[config.mk]
export PLATFORM = sky130hd
export DESIGN_NAME = rau_mul
export DESIGN_NICKNAME = d
export VERILOG_FILES = /design/src/rau_pkg.sv /design/src/rau_mul.sv
export SDC_FILE = /design/constraint.sdc
export NUM_CORES = 2
export LEC_CHECK = 0
export BUFFER_PORTS_ARGS = -buffer_cell sky130_fd_sc_hd__buf_2
export CAP_MARGIN = 20
export CORE_UTILIZATION = 55
export DETAILED_ROUTE_END_ITERATION = 12
export GPL_TIMING_DRIVEN = 0
export PLACE_DENSITY = 0.77
export SLEW_MARGIN = 20
export SYNTH_ARGS = -nofsm -noshare
export SYNTH_HDL_FRONTEND = slang
export SYNTH_SLANG_ARGS = --single-unit
export TNS_END_PERCENT = 50
[constraint.sdc]
create_clock -name i_clk -period 15.9 [get_ports i_clk]
set_input_delay 3.975 -clock i_clk [delete_from_list [all_inputs] [get_ports i_clk]]
set_output_delay 3.975 -clock i_clk [all_outputs]
set_load 0.005 [all_outputs]
[src/rau_pkg.sv]
`default_nettype none
package rau_pkg;
    typedef enum logic [2:0] {
        OP_ADD = 3'd0, OP_SUB = 3'd1, OP_MUL = 3'd2, OP_DIV = 3'd3,
        OP_CMP = 3'd4, OP_NORM = 3'd5, OP_RECIP = 3'd6, OP_ABS = 3'd7
    } t_opcode;
    localparam int WIDE_BITS = 128;
    typedef logic [WIDE_BITS-1:0] t_wide;
endpackage
`default_nettype wire

[src/rau_mul.sv]
`default_nettype none
// 64x64 unsigned multiplier, one 32x32 partial product per cycle
module rau_mul (
    input  wire logic         i_clk,
    input  wire logic         i_rst_n,
    input  wire logic         i_start,
    input  wire logic [63:0]  i_a,
    input  wire logic [63:0]  i_b,
    output rau_pkg::t_wide    o_prod,
    output logic              o_done
);
    import rau_pkg::*;
    logic [2:0]  r_cnt;
    logic        r_busy;
    logic [63:0] r_a, r_b;
    t_wide       r_acc;
    logic [31:0] w_x, w_y;
    logic [63:0] w_pp;

    // pick the partial product for this cycle
    assign w_x  = r_cnt[0] ? r_a[63:32] : r_a[31:0];
    assign w_y  = r_cnt[1] ? r_b[63:32] : r_b[31:0];
    assign w_pp = w_x * w_y;

    // accumulate shifted partial products
    always_ff @(posedge i_clk) begin
        if (!i_rst_n) begin
            r_busy <= 1'b0;
            r_cnt  <= '0;
            o_done <= 1'b0;
        end else begin
            o_done <= 1'b0;
            if (i_start) begin
                r_busy <= 1'b1;
                r_cnt  <= '0;
                r_a    <= i_a;
                r_b    <= i_b;
                r_acc  <= '0;
            end else if (r_busy) begin
                r_acc <= r_acc + ({64'd0, w_pp} << (32 * (r_cnt[0] + r_cnt[1])));
                r_cnt <= r_cnt + 3'd1;
                if (r_cnt == 3'd3) begin
                    r_busy <= 1'b0;
                    o_done <= 1'b1;
                end
            end
        end
    end
    assign o_prod = r_acc;
endmodule
`default_nettype wire

==> metrics.cfg <==
[synth]
synthesis.instances = 5775
synth_top_cells_by_count = sky130_fd_sc_hd__nor2_1, sky130_fd_sc_hd__inv_1, sky130_fd_sc_hd__fa_1, sky130_fd_sc_hd__nand2_1, sky130_fd_sc_hd__ha_1
seq_area_frac_synth_pct = 15.2
post_synth.cell_area_avg_um2 = 8.87
count_leader_synth = sky130_fd_sc_hd__nor2_1
synth_enable_flop_cells = 256
netlist.top_cell.by_area = sky130_fd_sc_hd__fa_1
yosysWarningCount = 0
async_set_or_reset_flop_fraction_in_the_synthesized_netlist_pct = 0
post-synth-top-area-fraction_pct = 35.1
netlist_area_um2 = 51200
ys_top_cells_by_area = sky130_fd_sc_hd__fa_1, sky130_fd_sc_hd__edfxtp_1, sky130_fd_sc_hd__ha_1
postSynthNetCount = 7195
synth_cell_type_count = 81
ys.flop_type = sky130_fd_sc_hd__edfxtp_1
yosys_register_bits = 261

[sta]
max-slew-margin-rel_pct = 14.2
timing.final.crit_period_ns = 15.83
finalHoldViolations = 0
final_min_period_over_clock_period_pct = 99.6
worst_pin_slew_ns = 1.29
final-max-slew-violation-count = 0
hold_slack_ns = 0.500
final_setup_violation_count = 0
max_freq_mhz = 63.2
final.setup_skew_ns = 0.0422
rsz0062_at_grt = false
final.setup.tns_ns = 0

[floorplan]
floorplan.die_area_um2 = 94400
floorplan.die.width_um = 307
ioPinCount = 260
placeableCoreArea_um2 = 91900
start_util_pct = 55.7
placementRows = 111
die_span_y_um = 307

[critical_path]
path_class = reg -> reg
critPathMaxStageDelay_ns = 1.07
worstSetupEndpointType = flop
critPathMaxFanout = 10
cp_slowest_cell = sky130_fd_sc_hd__mux2i_1
arrival_ns = 16.15
timing.critical_path.required_ns = 16.22
start_kind = flop
path_common_cell = sky130_fd_sc_hd__fa_1

[routing]
drc = 0
detailroute.via_count = 45100
dr.pass1.iters = 8
postRouteWirelength_um = 204000
routed_wire_length_per_instance_um = 27.8
initialDrtViolationCount = 5098
route.antenna.remaining_nets = 0
avgViaCountPerCell = 6.13

[clocking]
holdBufCountCts = 0
tritoncts_num_sinks = 261
max_buffers_root_to_sink = 3
htreeDepth = 2
clk_pin_slew_ns = 0.06
cts-buffers-inserted = 36
post_cts_resize_count = 0
clk-insertion-delay-late_ns = 0.65
cts_tree = done
cts_root_buf = sky130_fd_sc_hd__clkbuf_16
post-cts-setup-buffers = 0

[global_route]
grt_pass1_vias = 45500
groute.usage.overall_pct = 43.9
initial_antenna_violation_count = 5
globalRoute.totalOverflow = 0
pin_count_of_the_biggest_net_entering_global_routing = 55
grt_first_pass_wirelength_um = 297000

[place]
last_weighted_congestion_value_of_the_routability_driven_placer = 1.09
io_buffers = 258
detailedPlacementHpwl_um = 171000

[job]
maxCapViolCount = 0

[layout]
layout-drive-gt1-share_pct = 7.77
synthToLayoutAreaGrowth_pct = 8.61
fin_nets = 7502

[min_path]
hold_class = reg -> reg

[run_status]
status = completed

==> per-stage QoR <==
| stage | worst slack [ns] | cell area [µm²] | utilization [%] | cells |
|---|---|---|---|---|
| 6_report | 0.0706 | 55600 | 60.5 | 7358 |
| 5_1_grt | 0.199 | 55600 | 60.5 | 7354 |
| 4_1_cts | 0.770 | 55600 | 60.5 | 7353 |
| 3_5_place_dp | 0.874 | 54400 | 59.2 | 7287 |
| 3_3_place_gp | -0.480 | 54100 | 58.8 | 7276 |
| 2_1_floorplan | 4.90 | 51200 | - | 5775 |
==> cell families after synthesis <==
group	share of synthesized area (%)
buffers and inverters	8.71
AND/OR/NAND/NOR	15.7
XOR/XNOR	3.11
multiplexers	3.12
adder cells (fa/ha/maj)	44.6
flip-flops	15.2
AO/OA/AOI/OAI	9.54
==> flip-flops by register name (all words and copies together) (netlist names) <==
name / flops
r_cnt: 3
o_prod: 128
r_busy: 1
r_b: 64
r_a: 64
o_done: 1
==> cell usage in the layout, fill, tap and decap left out, types with 18 or more instances in the layout <==
cell / count
sky130_fd_sc_hd__a211oi_1: 21
sky130_fd_sc_hd__a21o_1: 76
sky130_fd_sc_hd__a21oi_1: 292
sky130_fd_sc_hd__a31oi_1: 29
sky130_fd_sc_hd__and2_1: 46
sky130_fd_sc_hd__and3_1: 23
sky130_fd_sc_hd__buf_2: 288
sky130_fd_sc_hd__clkbuf_1: 225
sky130_fd_sc_hd__clkbuf_16: 37
sky130_fd_sc_hd__edfxtp_1: 256
sky130_fd_sc_hd__fa_1: 897
sky130_fd_sc_hd__ha_1: 392
sky130_fd_sc_hd__inv_1: 906
sky130_fd_sc_hd__mux2_2: 65
sky130_fd_sc_hd__mux2i_1: 61
sky130_fd_sc_hd__mux2i_2: 21
sky130_fd_sc_hd__nand2_1: 648
sky130_fd_sc_hd__nand2b_1: 29
sky130_fd_sc_hd__nand3_1: 48
sky130_fd_sc_hd__nand4_1: 69
sky130_fd_sc_hd__nor2_1: 912
sky130_fd_sc_hd__nor2b_1: 51
sky130_fd_sc_hd__nor3_1: 34
sky130_fd_sc_hd__o211ai_1: 25
sky130_fd_sc_hd__o21a_1: 18
sky130_fd_sc_hd__o21ai_0: 134
sky130_fd_sc_hd__o21ai_1: 33
sky130_fd_sc_hd__o21bai_1: 46
sky130_fd_sc_hd__o22ai_1: 35
sky130_fd_sc_hd__xnor2_1: 107
sky130_fd_sc_hd__xor2_1: 75
==> metal layers <==
layer / vias to the layer above / wire length, µm / track usage (%) / part of all wire (%)
li1: 19100 / - / - / -
met4: 2 / 18000 / 30.9 / 8.8
met1: 22200 / 72400 / 54.5 / 35
met5: - / 16 / 0 / 0.0078
met2: 3091 / 88000 / 66.3 / 43
met3: 774 / 26000 / 12.3 / 13
==> critical path: cells and delay by family, from the launching register on <==
family                     cells  cell delay [ns]
AOI/OAI and AO/OA             15             4.89
adders and majority gates     10             4.79
buffers and inverters         10             2.60
muxes                          2             1.82
and+or+nand+nor                4             0.66
xor gates and xnor gates       2             0.39
DFF                            1             0.35
==> layout make-up <==
type / count / area [µm²]
Multi-Input combinational cell: 4335 / 39100
Tap cell: 1243 / 1560
Timing Repair Buffer: 269 / 1500
Clock buffer: 39 / 933
Sequential cell: 261 / 7790
Antenna cell: 5 / 12.5
Inverter: 906 / 3400
Buffer: 273 / 1080
Fill cell: 8262 / 36300
Clock inverter: 27 / 280
==> final timing paths <==
path | startpoint | cells after the start | slack, ns | endpoint
worst min-delay path | r_cnt[2] | 2 | 0.50 | r_cnt[2]
worst max register to register | r_cnt[0] | 43 | 0.07 | o_prod[121]
worst max-delay path | r_cnt[0] | 43 | 0.07 | o_prod[121]
worst min register to register | r_cnt[2] | 2 | 0.50 | r_cnt[2]
Power is not shown: default switching activity piles up to over one toggle a cycle in this logic, so the estimate is an artifact.
